File: config.mk
export PLATFORM = sky130hd
export DESIGN_NAME = ping_pong_chunk_transfer_sequencer
export DESIGN_NICKNAME = d
export VERILOG_FILES = /design/src/hw/rtl/pptcs_pkg.sv /design/src/hw/rtl/ping_pong_chunk_transfer_sequencer.sv /design/src/hw/rtl/pptcs_step.sv /design/src/hw/rtl/pptcs_fifo.sv
export SDC_FILE = /design/constraint.sdc
export NUM_CORES = 1
export LEC_CHECK = 0
export BUFFER_PORTS_ARGS = -buffer_cell sky130_fd_sc_hd__buf_2
export CAP_MARGIN = 20
export CORE_MARGIN = 8
export CORE_UTILIZATION = 38
export DETAILED_ROUTE_END_ITERATION = 12
export PLACE_DENSITY = 0.56
export REMOVE_ABC_BUFFERS = 1
export SLEW_MARGIN = 15
export SYNTH_ARGS = -nofsm -noshare
export SYNTH_HDL_FRONTEND = slang
export SYNTH_SLANG_ARGS = --single-unit
File: constraint.sdc
create_clock -name i_clk -period 8.1 [get_ports i_clk]
set_input_delay 0.81 -clock i_clk [delete_from_list [all_inputs] [get_ports i_clk]]
set_output_delay 0.81 -clock i_clk [all_outputs]
set_load 0.005 [all_outputs]
File: src/hw/rtl/pptcs_pkg.sv
// shared types, constants and helpers for the ping-pong chunk transfer sequencer
`default_nettype none

package pptcs_pkg;

    // largest chunk moved by one request
    localparam int unsigned CHUNK_BYTES = 65536;

    // file sizes saturate here
    localparam int unsigned MAX_FILE = 2 ** 24;

    localparam int unsigned SIZE_W  = 25;
    localparam int unsigned OFF_W   = 24;
    localparam int unsigned LEN_W   = 17;
    localparam int unsigned CMD_W   = 2;
    localparam int unsigned KIND_W  = 2;

    // result queue
    localparam int unsigned QDEPTH  = 4;
    localparam int unsigned QPTR_W  = $clog2(QDEPTH);
    localparam int unsigned QCNT_W  = $clog2(QDEPTH + 1);

    // stream and register port widths
    localparam int unsigned S_TDATA_W = 32;
    localparam int unsigned M_TDATA_W = 72;
    localparam int unsigned APB_AW    = 3;
    localparam int unsigned APB_DW    = 32;

    typedef enum logic [CMD_W-1:0] {
        CMD_START     = 2'd0,
        CMD_DISC_DONE = 2'd1,
        CMD_AUX_DONE  = 2'd2,
        CMD_POLL      = 2'd3
    } t_cmd;

    typedef enum logic [KIND_W-1:0] {
        KIND_STATUS = 2'd0,
        KIND_AUX    = 2'd1,
        KIND_DISC   = 2'd2,
        KIND_DONE   = 2'd3
    } t_kind;

    // index of the polled_mode register
    localparam logic REG_POLLED_MODE = 1'b0;

    typedef struct packed {
        logic                aux_done_flag;
        logic                disc_done_flag;
        logic [SIZE_W-1:0]   bytes_to_aux;
        logic [SIZE_W-1:0]   bytes_to_read;
        logic [OFF_W-1:0]    aux_write_pos;
        logic [OFF_W-1:0]    disc_read_pos;
        logic                active_buffer;
        logic                load_finished;
    } t_state;

    typedef struct packed {
        t_kind               kind;
        logic                buffer_sel;
        logic [OFF_W-1:0]    aux_offset;
        logic [OFF_W-1:0]    disc_offset;
        logic [LEN_W-1:0]    chunk_len;
        logic                loaded;
        logic                last;
    } t_result;

    // bytes of the next chunk out of n remaining
    function automatic logic [SIZE_W-1:0] chunk_of(input logic [SIZE_W-1:0] n);
        logic [SIZE_W-1:0] lim;
        lim = SIZE_W'(CHUNK_BYTES);
        return (n < lim) ? n : lim;
    endfunction

endpackage

`default_nettype wire

File: src/hw/rtl/ping_pong_chunk_transfer_sequencer.sv
// top level of the ping-pong chunk transfer sequencer
`default_nettype none

// Sequences the copy of one file from disc into aux memory through two staging
// buffers used in turn, in chunks of up to CHUNK_BYTES. A start transfer issues
// the first disc read into buffer 0; disc-done and aux-done transfers set their
// flags and, once both are set (by the later of the two when polled_mode is 0,
// on a poll when polled_mode is 1), the block issues an aux request from the
// active buffer, flips buffers and issues the next disc read while bytes remain,
// or reports load complete. Each input transfer yields one or two output
// transfers, written into the result queue on acceptance and shown in order.
// An input transfer is taken every cycle while the result queue (4 entries)
// holds at most two results; the output port moves one result per cycle while
// m_axis_tready is high, so two-result items or a stalled output hold the input.

module ping_pong_chunk_transfer_sequencer (
    input  wire logic                               i_clk,
    input  wire logic                               i_rst_n,

    // input stream
    input  wire logic                               s_axis_tvalid,
    output logic                                    s_axis_tready,
    input  wire logic [pptcs_pkg::S_TDATA_W-1:0]    s_axis_tdata,   // file_size[24:0]
    input  wire logic [pptcs_pkg::CMD_W-1:0]        s_axis_tuser,   // cmd[1:0]

    // result stream
    output logic                                    m_axis_tvalid,
    input  wire logic                               m_axis_tready,
    // buffer_sel[0], aux_offset[24:1], disc_offset[48:25], chunk_len[65:49],
    // loaded[66], zero fill[71:67]
    output logic [pptcs_pkg::M_TDATA_W-1:0]         m_axis_tdata,
    output logic [pptcs_pkg::KIND_W-1:0]            m_axis_tuser,   // kind[1:0]
    output logic                                    m_axis_tlast,

    // register port
    input  wire logic                               psel,
    input  wire logic                               penable,
    input  wire logic                               pwrite,
    input  wire logic [pptcs_pkg::APB_AW-1:0]       paddr,
    input  wire logic [pptcs_pkg::APB_DW-1:0]       pwdata,
    output logic [pptcs_pkg::APB_DW-1:0]            prdata,
    output logic                                    pready
);

    localparam pptcs_pkg::t_state STATE_RESET = '{
        aux_done_flag:  1'b1,
        disc_done_flag: 1'b0,
        bytes_to_aux:   '0,
        bytes_to_read:  '0,
        aux_write_pos:  '0,
        disc_read_pos:  '0,
        active_buffer:  1'b0,
        load_finished:  1'b0
    };

    pptcs_pkg::t_state      r_state;
    pptcs_pkg::t_state      n_state;
    logic                   r_polled_mode;
    pptcs_pkg::t_result     w_res0;
    pptcs_pkg::t_result     w_res1;
    pptcs_pkg::t_result     w_head;
    logic                   w_two;
    logic                   w_room;
    logic                   w_in_xfer;
    logic                   w_cfg_wr;
    logic                   w_reg_sel;

    // ---------------- register port ----------------
    assign pready    = 1'b1;
    // register index sits above the word offset
    assign w_reg_sel = (paddr[pptcs_pkg::APB_AW-1] == pptcs_pkg::REG_POLLED_MODE);
    assign w_cfg_wr  = psel && penable && pwrite && pready;

    always_ff @(posedge i_clk) begin
        if (!i_rst_n) begin
            r_polled_mode <= 1'b0;
        end else if (w_cfg_wr && w_reg_sel) begin
            r_polled_mode <= pwdata[0];
        end
    end

    assign prdata = w_reg_sel ? {{(pptcs_pkg::APB_DW-1){1'b0}}, r_polled_mode} : '0;

    // ---------------- sequencing state ----------------
    assign s_axis_tready = w_room;
    assign w_in_xfer     = s_axis_tvalid && s_axis_tready;

    pptcs_step u_step (
        .i_state       (r_state),
        .i_polled_mode (r_polled_mode),
        .i_cmd         (pptcs_pkg::t_cmd'(s_axis_tuser)),
        .i_file_size   (s_axis_tdata[pptcs_pkg::SIZE_W-1:0]),
        .o_state       (n_state),
        .o_res0        (w_res0),
        .o_res1        (w_res1),
        .o_two         (w_two)
    );

    // state moves only on an accepted input transfer
    always_ff @(posedge i_clk) begin
        if (!i_rst_n) begin
            r_state <= STATE_RESET;
        end else if (w_in_xfer) begin
            r_state <= n_state;
        end
    end

    // ---------------- result queue ----------------
    pptcs_fifo u_fifo (
        .i_clk      (i_clk),
        .i_rst_n    (i_rst_n),
        .i_push     (w_in_xfer),
        .i_push_two (w_two),
        .i_res0     (w_res0),
        .i_res1     (w_res1),
        .i_pop      (m_axis_tready),
        .o_head     (w_head),
        .o_valid    (m_axis_tvalid),
        .o_room     (w_room)
    );

    assign m_axis_tdata = {
        {(pptcs_pkg::M_TDATA_W - 67){1'b0}},
        w_head.loaded,
        w_head.chunk_len,
        w_head.disc_offset,
        w_head.aux_offset,
        w_head.buffer_sel
    };
    assign m_axis_tuser = w_head.kind;
    assign m_axis_tlast = w_head.last;

endmodule

`default_nettype wire

File: src/hw/rtl/pptcs_step.sv
// next-state and result logic for one input item
`default_nettype none

module pptcs_step (
    input  wire pptcs_pkg::t_state              i_state,
    input  wire logic                           i_polled_mode,
    input  wire pptcs_pkg::t_cmd                i_cmd,
    input  wire logic [pptcs_pkg::SIZE_W-1:0]   i_file_size,
    output pptcs_pkg::t_state                   o_state,
    output pptcs_pkg::t_result                  o_res0,
    output pptcs_pkg::t_result                  o_res1,
    output logic                                o_two
);

    logic [pptcs_pkg::SIZE_W-1:0] w_size;
    logic [pptcs_pkg::SIZE_W-1:0] w_len_start;
    logic [pptcs_pkg::SIZE_W-1:0] w_len_aux;
    logic [pptcs_pkg::SIZE_W-1:0] w_len_disc;
    logic                         w_step;

    // oversized files saturate
    assign w_size = (i_file_size > pptcs_pkg::SIZE_W'(pptcs_pkg::MAX_FILE))
                  ? pptcs_pkg::SIZE_W'(pptcs_pkg::MAX_FILE) : i_file_size;
    assign w_len_start = pptcs_pkg::chunk_of(w_size);
    assign w_len_aux   = pptcs_pkg::chunk_of(i_state.bytes_to_aux);
    assign w_len_disc  = pptcs_pkg::chunk_of(i_state.bytes_to_read);

    always_comb begin
        o_state = i_state;
        w_step  = 1'b0;
        o_two   = 1'b0;
        o_res0  = '0;
        o_res1  = '0;
        o_res0.kind       = pptcs_pkg::KIND_STATUS;
        o_res0.buffer_sel = i_state.active_buffer;
        o_res1.kind       = pptcs_pkg::KIND_DISC;

        case (i_cmd)
            pptcs_pkg::CMD_START: begin
                o_state.aux_done_flag  = 1'b1;
                o_state.disc_done_flag = 1'b0;
                o_state.bytes_to_aux   = w_size;
                o_state.bytes_to_read  = w_size - w_len_start;
                o_state.aux_write_pos  = '0;
                o_state.disc_read_pos  = w_len_start[pptcs_pkg::OFF_W-1:0];
                o_state.active_buffer  = 1'b0;
                o_state.load_finished  = 1'b0;
                o_res0.kind            = pptcs_pkg::KIND_DISC;
                o_res0.buffer_sel      = 1'b0;
                o_res0.chunk_len       = w_len_start[pptcs_pkg::LEN_W-1:0];
            end
            pptcs_pkg::CMD_DISC_DONE: begin
                o_state.disc_done_flag = 1'b1;
                w_step = !i_polled_mode && i_state.aux_done_flag;
            end
            pptcs_pkg::CMD_AUX_DONE: begin
                o_state.aux_done_flag = 1'b1;
                w_step = !i_polled_mode && i_state.disc_done_flag;
            end
            pptcs_pkg::CMD_POLL: begin
                w_step = !i_state.load_finished && i_polled_mode
                      && i_state.aux_done_flag && i_state.disc_done_flag;
            end
            default: begin
                w_step = 1'b0;
            end
        endcase

        if (w_step) begin
            if (i_state.bytes_to_aux == '0) begin
                // nothing left for aux memory
                o_state.load_finished = 1'b1;
                o_res0.kind           = pptcs_pkg::KIND_DONE;
            end else begin
                o_res0.kind           = pptcs_pkg::KIND_AUX;
                o_res0.aux_offset     = i_state.aux_write_pos;
                o_res0.chunk_len      = w_len_aux[pptcs_pkg::LEN_W-1:0];
                o_state.bytes_to_aux  = i_state.bytes_to_aux - w_len_aux;
                o_state.aux_write_pos = i_state.aux_write_pos
                                      + w_len_aux[pptcs_pkg::OFF_W-1:0];
                o_state.aux_done_flag = 1'b0;
                o_state.active_buffer = !i_state.active_buffer;
                if (i_state.bytes_to_read != '0) begin
                    // refill the buffer just freed
                    o_two                  = 1'b1;
                    o_state.disc_done_flag = 1'b0;
                    o_res1.buffer_sel      = !i_state.active_buffer;
                    o_res1.disc_offset     = i_state.disc_read_pos;
                    o_res1.chunk_len       = w_len_disc[pptcs_pkg::LEN_W-1:0];
                    o_state.disc_read_pos  = i_state.disc_read_pos
                                           + w_len_disc[pptcs_pkg::OFF_W-1:0];
                    o_state.bytes_to_read  = i_state.bytes_to_read - w_len_disc;
                end
            end
        end

        o_res0.loaded = o_state.load_finished;
        o_res1.loaded = o_state.load_finished;
        o_res0.last   = !o_two;
        o_res1.last   = 1'b1;
    end

endmodule

`default_nettype wire

File: src/hw/rtl/pptcs_fifo.sv
// small result queue taking one or two results per cycle and giving one
`default_nettype none

module pptcs_fifo (
    input  wire logic                   i_clk,
    input  wire logic                   i_rst_n,
    input  wire logic                   i_push,
    input  wire logic                   i_push_two,
    input  wire pptcs_pkg::t_result     i_res0,
    input  wire pptcs_pkg::t_result     i_res1,
    input  wire logic                   i_pop,
    output pptcs_pkg::t_result          o_head,
    output logic                        o_valid,
    output logic                        o_room
);

    pptcs_pkg::t_result                 r_mem [pptcs_pkg::QDEPTH];
    logic [pptcs_pkg::QPTR_W-1:0]       r_rd_ptr;
    logic [pptcs_pkg::QPTR_W-1:0]       r_wr_ptr;
    logic [pptcs_pkg::QCNT_W-1:0]       r_count;
    logic [pptcs_pkg::QPTR_W-1:0]       n_wr_ptr;
    logic [pptcs_pkg::QCNT_W-1:0]       n_count;
    logic [pptcs_pkg::QPTR_W-1:0]       w_wr_next;
    logic                               w_pop;

    assign w_wr_next = r_wr_ptr + pptcs_pkg::QPTR_W'(1);
    assign w_pop     = i_pop && (r_count != '0);

    always_comb begin
        n_wr_ptr = r_wr_ptr;
        n_count  = r_count;
        if (i_push) begin
            n_wr_ptr = i_push_two ? (r_wr_ptr + pptcs_pkg::QPTR_W'(2)) : w_wr_next;
            n_count  = r_count + (i_push_two ? pptcs_pkg::QCNT_W'(2)
                                             : pptcs_pkg::QCNT_W'(1));
        end
        if (w_pop) begin
            n_count = n_count - pptcs_pkg::QCNT_W'(1);
        end
    end

    always_ff @(posedge i_clk) begin
        if (!i_rst_n) begin
            r_rd_ptr <= '0;
            r_wr_ptr <= '0;
            r_count  <= '0;
        end else begin
            r_wr_ptr <= n_wr_ptr;
            r_count  <= n_count;
            if (w_pop) begin
                r_rd_ptr <= r_rd_ptr + pptcs_pkg::QPTR_W'(1);
            end
        end
    end

    always_ff @(posedge i_clk) begin
        if (i_push) begin
            r_mem[r_wr_ptr] <= i_res0;
            if (i_push_two) begin
                r_mem[w_wr_next] <= i_res1;
            end
        end
    end

    assign o_head  = r_mem[r_rd_ptr];
    assign o_valid = (r_count != '0);
    // space for the two results an item may bring
    assign o_room  = (r_count <= pptcs_pkg::QCNT_W'(pptcs_pkg::QDEPTH - 2));

endmodule

`default_nettype wire

After elaboration in Yosys (flattened, before gate mapping)
Memories as Yosys holds them, arrays and structs flattened. A register that Yosys moved wholly into a read port is not among the register bits.
Cells that the tools add are included.
{"block": "totals", "register_bits": 110, "inputBits": 76, "ram_bits": 280, "mem_count": 1, "out_inout_bits": 110, "word_cells": 94}
{"memory": "u_fifo.r_mem", "words": 4, "word_bits": 70, "rd": 1, "rd_ports_with_merged_regs": 1, "wr": 2, "line_no": "pptcs_fifo.sv:17", "text": "pptcs_pkg::t_result r_mem [pptcs_pkg::QDEPTH];"}
{"block": "classes", "eq_ne": 3, "reduce_logical": 19, "order_cmp": 5, "n_mux": 43, "n_bitwise": 1, "n_addsub": 10}
{"op": "$mux 25", "n": 5}
{"op": "$mux 41", "n": 3}
{"op": "$mux 102", "n": 1}
{"op": "$mux 101", "n": 1}
{"op": "$mux 100", "n": 1}
{"op": "$lt 25x17->1 const B", "n": 3}
{"op": "$sub 25x25->25", "n": 3}
{"op": "$mux 24", "n": 3}
{"op": "$mux 17", "n": 3}
{"op": "$add 24x24->24", "n": 2}
{"op": "$gt 25x25->1 const B", "n": 1}
{"op": "$logic_not 25->1", "n": 1}
{"op": "$reduce_bool 25->1", "n": 1}
{"op": "$mux 1", "n": 15}
{"op": "$mux 2", "n": 6}
{"op": "$logic_and 1x1->1", "n": 10}
{"op": "$mux 3", "n": 3}
{"op": "$add 2x1->2 const B", "n": 2}
{"op": "$eq 2x2->1 const B", "n": 2}
{"op": "$logic_not 1->1", "n": 4}
{"op": "$add 3x3->3", "n": 1}
{"op": "$le 3x2->1 const B", "n": 1}
{"op": "$pmux 1 s3", "n": 1}
{"op": "$reduce_bool 3->1", "n": 1}
{"op": "other kinds (7)", "n": 7}

Depth between registers and ports, before layout
{"block": "logic_depth", "ltp_word": 11, "mapped_depth": 17, "mapped_depth_nobuf": 15}

Hierarchy
Synthesis repeated with hierarchy kept, for this count alone.
{"block": "hier_totals", "hier_cells": 2270, "hier_area_um2": 25600.8}
{"module": "pptcs_fifo", "n_inst": 1, "cells_per_inst": 739, "seq_area_each_um2": 8588.2, "area_per_inst_um2": 14218.6}
{"module": "pptcs_step", "n_inst": 1, "cells_per_inst": 1019, "seq_area_each_um2": 0.0, "area_per_inst_um2": 6363.6}
{"module": "ping_pong_chunk_transfer_sequencer", "n_inst": 1, "cells_per_inst": 512, "seq_area_each_um2": 2062.0, "area_per_inst_um2": 5018.6}

Worst setup path after synthesis
OpenSTA, ideal clock, no wires.
{"block": "synth_path", "kind": "register -> register", "start": "register r_state[92] (netlist bit)", "end": "register r_state[42] (netlist bit)", "required_ps": 8038, "path_buffers": 2, "stages_incl_launch_ff": 18, "synth_period_minus_slack_ps": 4011, "setup_time_ps": 62, "path_slack_ps": 4089, "arrival_time_ps": 3949, "path_cell_list": "dfxtp_1 buf_2 nor4_4 nand2_2 nor3_4 clkbuf_1 and2_1 ha_1 inv_1 fa_1 nor2b_1 o31ai_1 a21oi_1 o21ai_0 o31ai_1 a31oi_1 or4b_2 nand3_1"}
{"block": "synth_via", "elab_chain_len": 5, "elab_cells_between_ends": 6, "cone_classes": "add/sub: 1; order compare: 1; mux: 3; reduce/logical: 1"}
{"item": "from (decl)", "line_no": "ping_pong_chunk_transfer_sequencer.sv:56", "text": "pptcs_pkg::t_state r_state;"}
{"item": "from (signal assigned)", "line_no": "ping_pong_chunk_transfer_sequencer.sv:104", "text": "r_state <= n_state;"}
{"item": "$lt 25x17->1", "line_no": "pptcs_pkg.sv:71", "text": "return (n < lim) ? n : lim;"}
{"item": "$mux 25", "line_no": "pptcs_pkg.sv:71"}
{"item": "$add 24x24->24", "line_no": "pptcs_step.sv:80", "text": "+ w_len_aux[pptcs_pkg::OFF_W-1:0];"}
{"item": "$mux 101 (*)", "line_no": "pptcs_step.sv:70", "text": "if (i_state.bytes_to_aux == '0) begin"}
{"item": "$mux 102 (*)", "line_no": "pptcs_step.sv:69", "text": "if (w_step) begin"}
Mark *: on every way between the ends. The rest lies on a longest branch, timed or not.
A chain may end at the register's enable or synchronous reset.

==> impl_metrics.csv <==
group,metric,value,unit
timing,period_share,71.9,%
synth,syn_area,0.0203,mm2
drt,avgViaCountPerCell,6.04,
final_layout,final_layout_size_suffix_gt1_share,16.5,%
final_layout,syn_to_final_growth,12.3,%
die,initial_core_util,38.5,%
hold_path,hp-class,"reg2reg",
clocking,htree_levels,2,
die,num_rows,84,
timing,finClkSkew,0.0254,ns
critical_path,cp.required,8.34,ns
drt,wl,64400,um
critical_path,path_cells,"nor4_4 -> nand2_2 -> nor3_4 -> inv_2 -> nor4_4 -> nor4_4 -> buf_4 -> nand2_1 -> and2_2 -> inv_2 -> buf_4",
timing,hold_violations,0,
critical_path,rr_endpoint,"u_fifo.r_mem[1][35]",
die,core,0.0528,mm2
synth,ys_ff_latch,392,
critical_path,reg2reg_setup_slack,2.27,ns
synth,ys_types,88,
drt,antenna_left,0,
timing,finalCriticalPeriod,5.83,ns
critical_path,cp_max_fo,117,
timing,timing.fmax,172,MHz
drt,num_vias,16400,
clocking,cts_resized,0,
critical_path,slowest_delay,0.86,ns
critical_path,worst-path-buf-inv,4,
global_route,grtUsageTotal,20.4,%
global_route,antenna_found_initial,6,
timing,drv_slew,0,
hold_path,hold_depth,2,
drt,drtPass1Iterations,6,
global_route,grt_remaining_overflow,0,
pwr,power,7.02,mW
timing,tightest_slew,1.07,ns
synth,yosysTopAreaCell,"edfxtp_1",
placement,pre_cts_ws,2.34,ns
placement,placed_area,0.0214,mm2
clocking,cts.sinks,392,
critical_path,startpoint_type,"flip-flop",
global_route,grt_start_max_net_pins,118,
final_layout,layout.cells.non_filler,2712,
final_layout,final_net_count,2119,
die,die_y,247,um
global_route,grt_pass1_wl,96600,um
timing,grt_setup_unrepaired,"no",
critical_path,crit_path_frequent_cell,"nor4_4",
clocking,cts_hold_buf,0,
timing,slew_headroom,28.6,%
placement,post-place-cells,2627,
synth,synthArstFlopShare,0,%
drt,drc_errors,0,
drt,wire_per_inst,23.7,um
clocking,cts_buffers,44,
critical_path,worst_setup_path_end_kind,"flip-flop",
critical_path,regToRegStartpoint,"r_state[92]",
critical_path,reg2reg_depth,11,
synth,synth_edf_count,172,
final_layout,final_common_cell,"dfxtp_1",
die,io_pins,186,
placement,hpwlAfterDp,40500,um
global_route,grt_pass1_vias,15700,
placement,port_buffers,108,
die,die_area,0.0612,mm2
hold_path,hp-start,"u_fifo.r_mem[2][68]",
final_layout,layout_common_cells,"dfxtp_1, edfxtp_1, nand2_1",
clocking,clock_latency,0.58,ns
timing,finalSetupViolCount,0,
pwr,power_density,307,mW/mm2
clocking,post_cts_buffers,0,
clocking,cts_tree,"yes",
critical_path,worst_path_max_delay_cell,"nand2_1",
synth,yosysWarnings,0,
pwr,p_leak,8.69,nW
synth,ys_top_cells_by_area,"edfxtp_1, dfxtp_1, mux4_2",
synth,yosysSeqAreaShare,47.1,%
synth,synth_top_area_share,25.4,%
synth,synth_area_per_cell,10.6,um2
clocking,cts_root_buf,"clkbuf_16",
critical_path,worst_setup_path_startpoint,"r_state[92]",
synth,postSynthCellCount,1927,
timing,fin_ws,2.27,ns
die,fp.dieW,247,um
drt,drt_iter0_markers,1476,
critical_path,crit_type,"reg2reg",
clocking,clock_path_buffers,3,
hold_path,min_to,"u_fifo.r_mem[2][68]",
timing,setup_tns,0,ns
final_layout,final_area,0.0228,mm2
status,outcome,"finished, final reports clean",
pwr,vdd_drop_max,0.159,mV
clocking,clkTransAtPathRegs,0.06,ns
synth,synthFlopType,"dfxtp_1",
critical_path,arrival,6.06,ns
placement,place.gp.congestion,0.917,
job,drv_cap,0,
critical_path,critical_path.top_delay_family,"simple AND/OR/NAND/NOR gates",
[tightest hold or removal path: stages (launching register included)]
cell,delay (ns)
dfxtp_1,0.31
nand2_1,0.05
o21ai_1,0.05
[cell usage after synthesis, drive strengths merged, types with 5 or more instances]
master	number
a221oi	11
a311oi	6
inv	47
nor3	28
or3	10
nand2b	10
xnor2	27
nor2b	7
a32oi	5
mux2i	5
buf	79
a21o	19
clkbuf	97
xor2	11
and3	113
a22oi	39
a32o	100
nand2	139
a22o	12
o21a	14
o211ai	12
o31ai	8
edfxtp	172
nor2	127
a21oi	119
nor3b	8
o22ai	73
o21ai	91
nor4	20
mux4	70
and2	24
o21bai	6
a31oi	19
dfxtp	220
nand3	46
a211oi	18
nand4	6
ha	55
[sequential cells by signal (all words and copies together), names as in the netlist, named ones only]
signal	count
u_fifo.r_mem	280
r_state	102
r_polled_mode	1
u_fifo.r_wr_ptr	2
u_fifo.r_rd_ptr	2
u_fifo.r_count	3
[where the power goes]
| group | internal, mW | switching [mW] | total (mW) |
|---|---|---|---|
| Combinational | 0.804 | 1.57 | 2.37 |
| Clock | 1.19 | 0.837 | 2.03 |
| Sequential | 2.40 | 0.216 | 2.62 |
| Total | 4.40 | 2.62 | 7.02 |
[kinds of logic (layout without fill, tap and decap cells)]
family	Yosys count	in the layout	synth area share [%]
adders and majority gates	58	58	3.68
xor gates and xnor gates	38	38	1.64
other	2	54	0.0369
muxes	75	75	8.00
and+or+nand+nor	554	554	14.2
DFF	392	392	47.1
buffers and inverters	223	268	5.02
AOI/OAI and AO/OA	585	585	20.4
[through the flow]
step	hold slack (ns)	util [%]
6_report	0.451	43.3
5_1_grt	0.470	43.3
4_1_cts	0.450	43.3
3_5_place_dp	0.442	40.5
3_3_place_gp	0.437	40.5
2_1_floorplan	0.420	-
[worst max-delay path by stage]
stage,cells after the start,to
2_1_floorplan,5,u_fifo.r_mem[1][10]
3_3_place_gp,11,u_fifo.r_mem[1][31]
3_5_place_dp,11,u_fifo.r_mem[1][41]
4_1_cts,11,u_fifo.r_mem[1][39]
5_1_grt,11,u_fifo.r_mem[1][35]
6_report,11,u_fifo.r_mem[1][35]
[routing by layer]
metal / GRT usage, % / vias to the layer above / wire length (um)
met5: 0 / - / 37
met3: 4.21 / 98 / 4670
met1: 27.2 / 8119 / 27800
met4: 5.87 / 6 / 1560
met2: 33.3 / 631 / 30200
li1: - / 7515 / -
[cell type report]
cell class,count,area [um2]
well taps,688,861
inverters,47,176
clock buffers,59,1220
clock inverters,23,245
multi-input cells,1361,9980
repair buffers,139,773
diodes,3,7.51
flip-flops and latches,392,9580
fillers,5052,29900
Power figures use the tool's default switching activity.
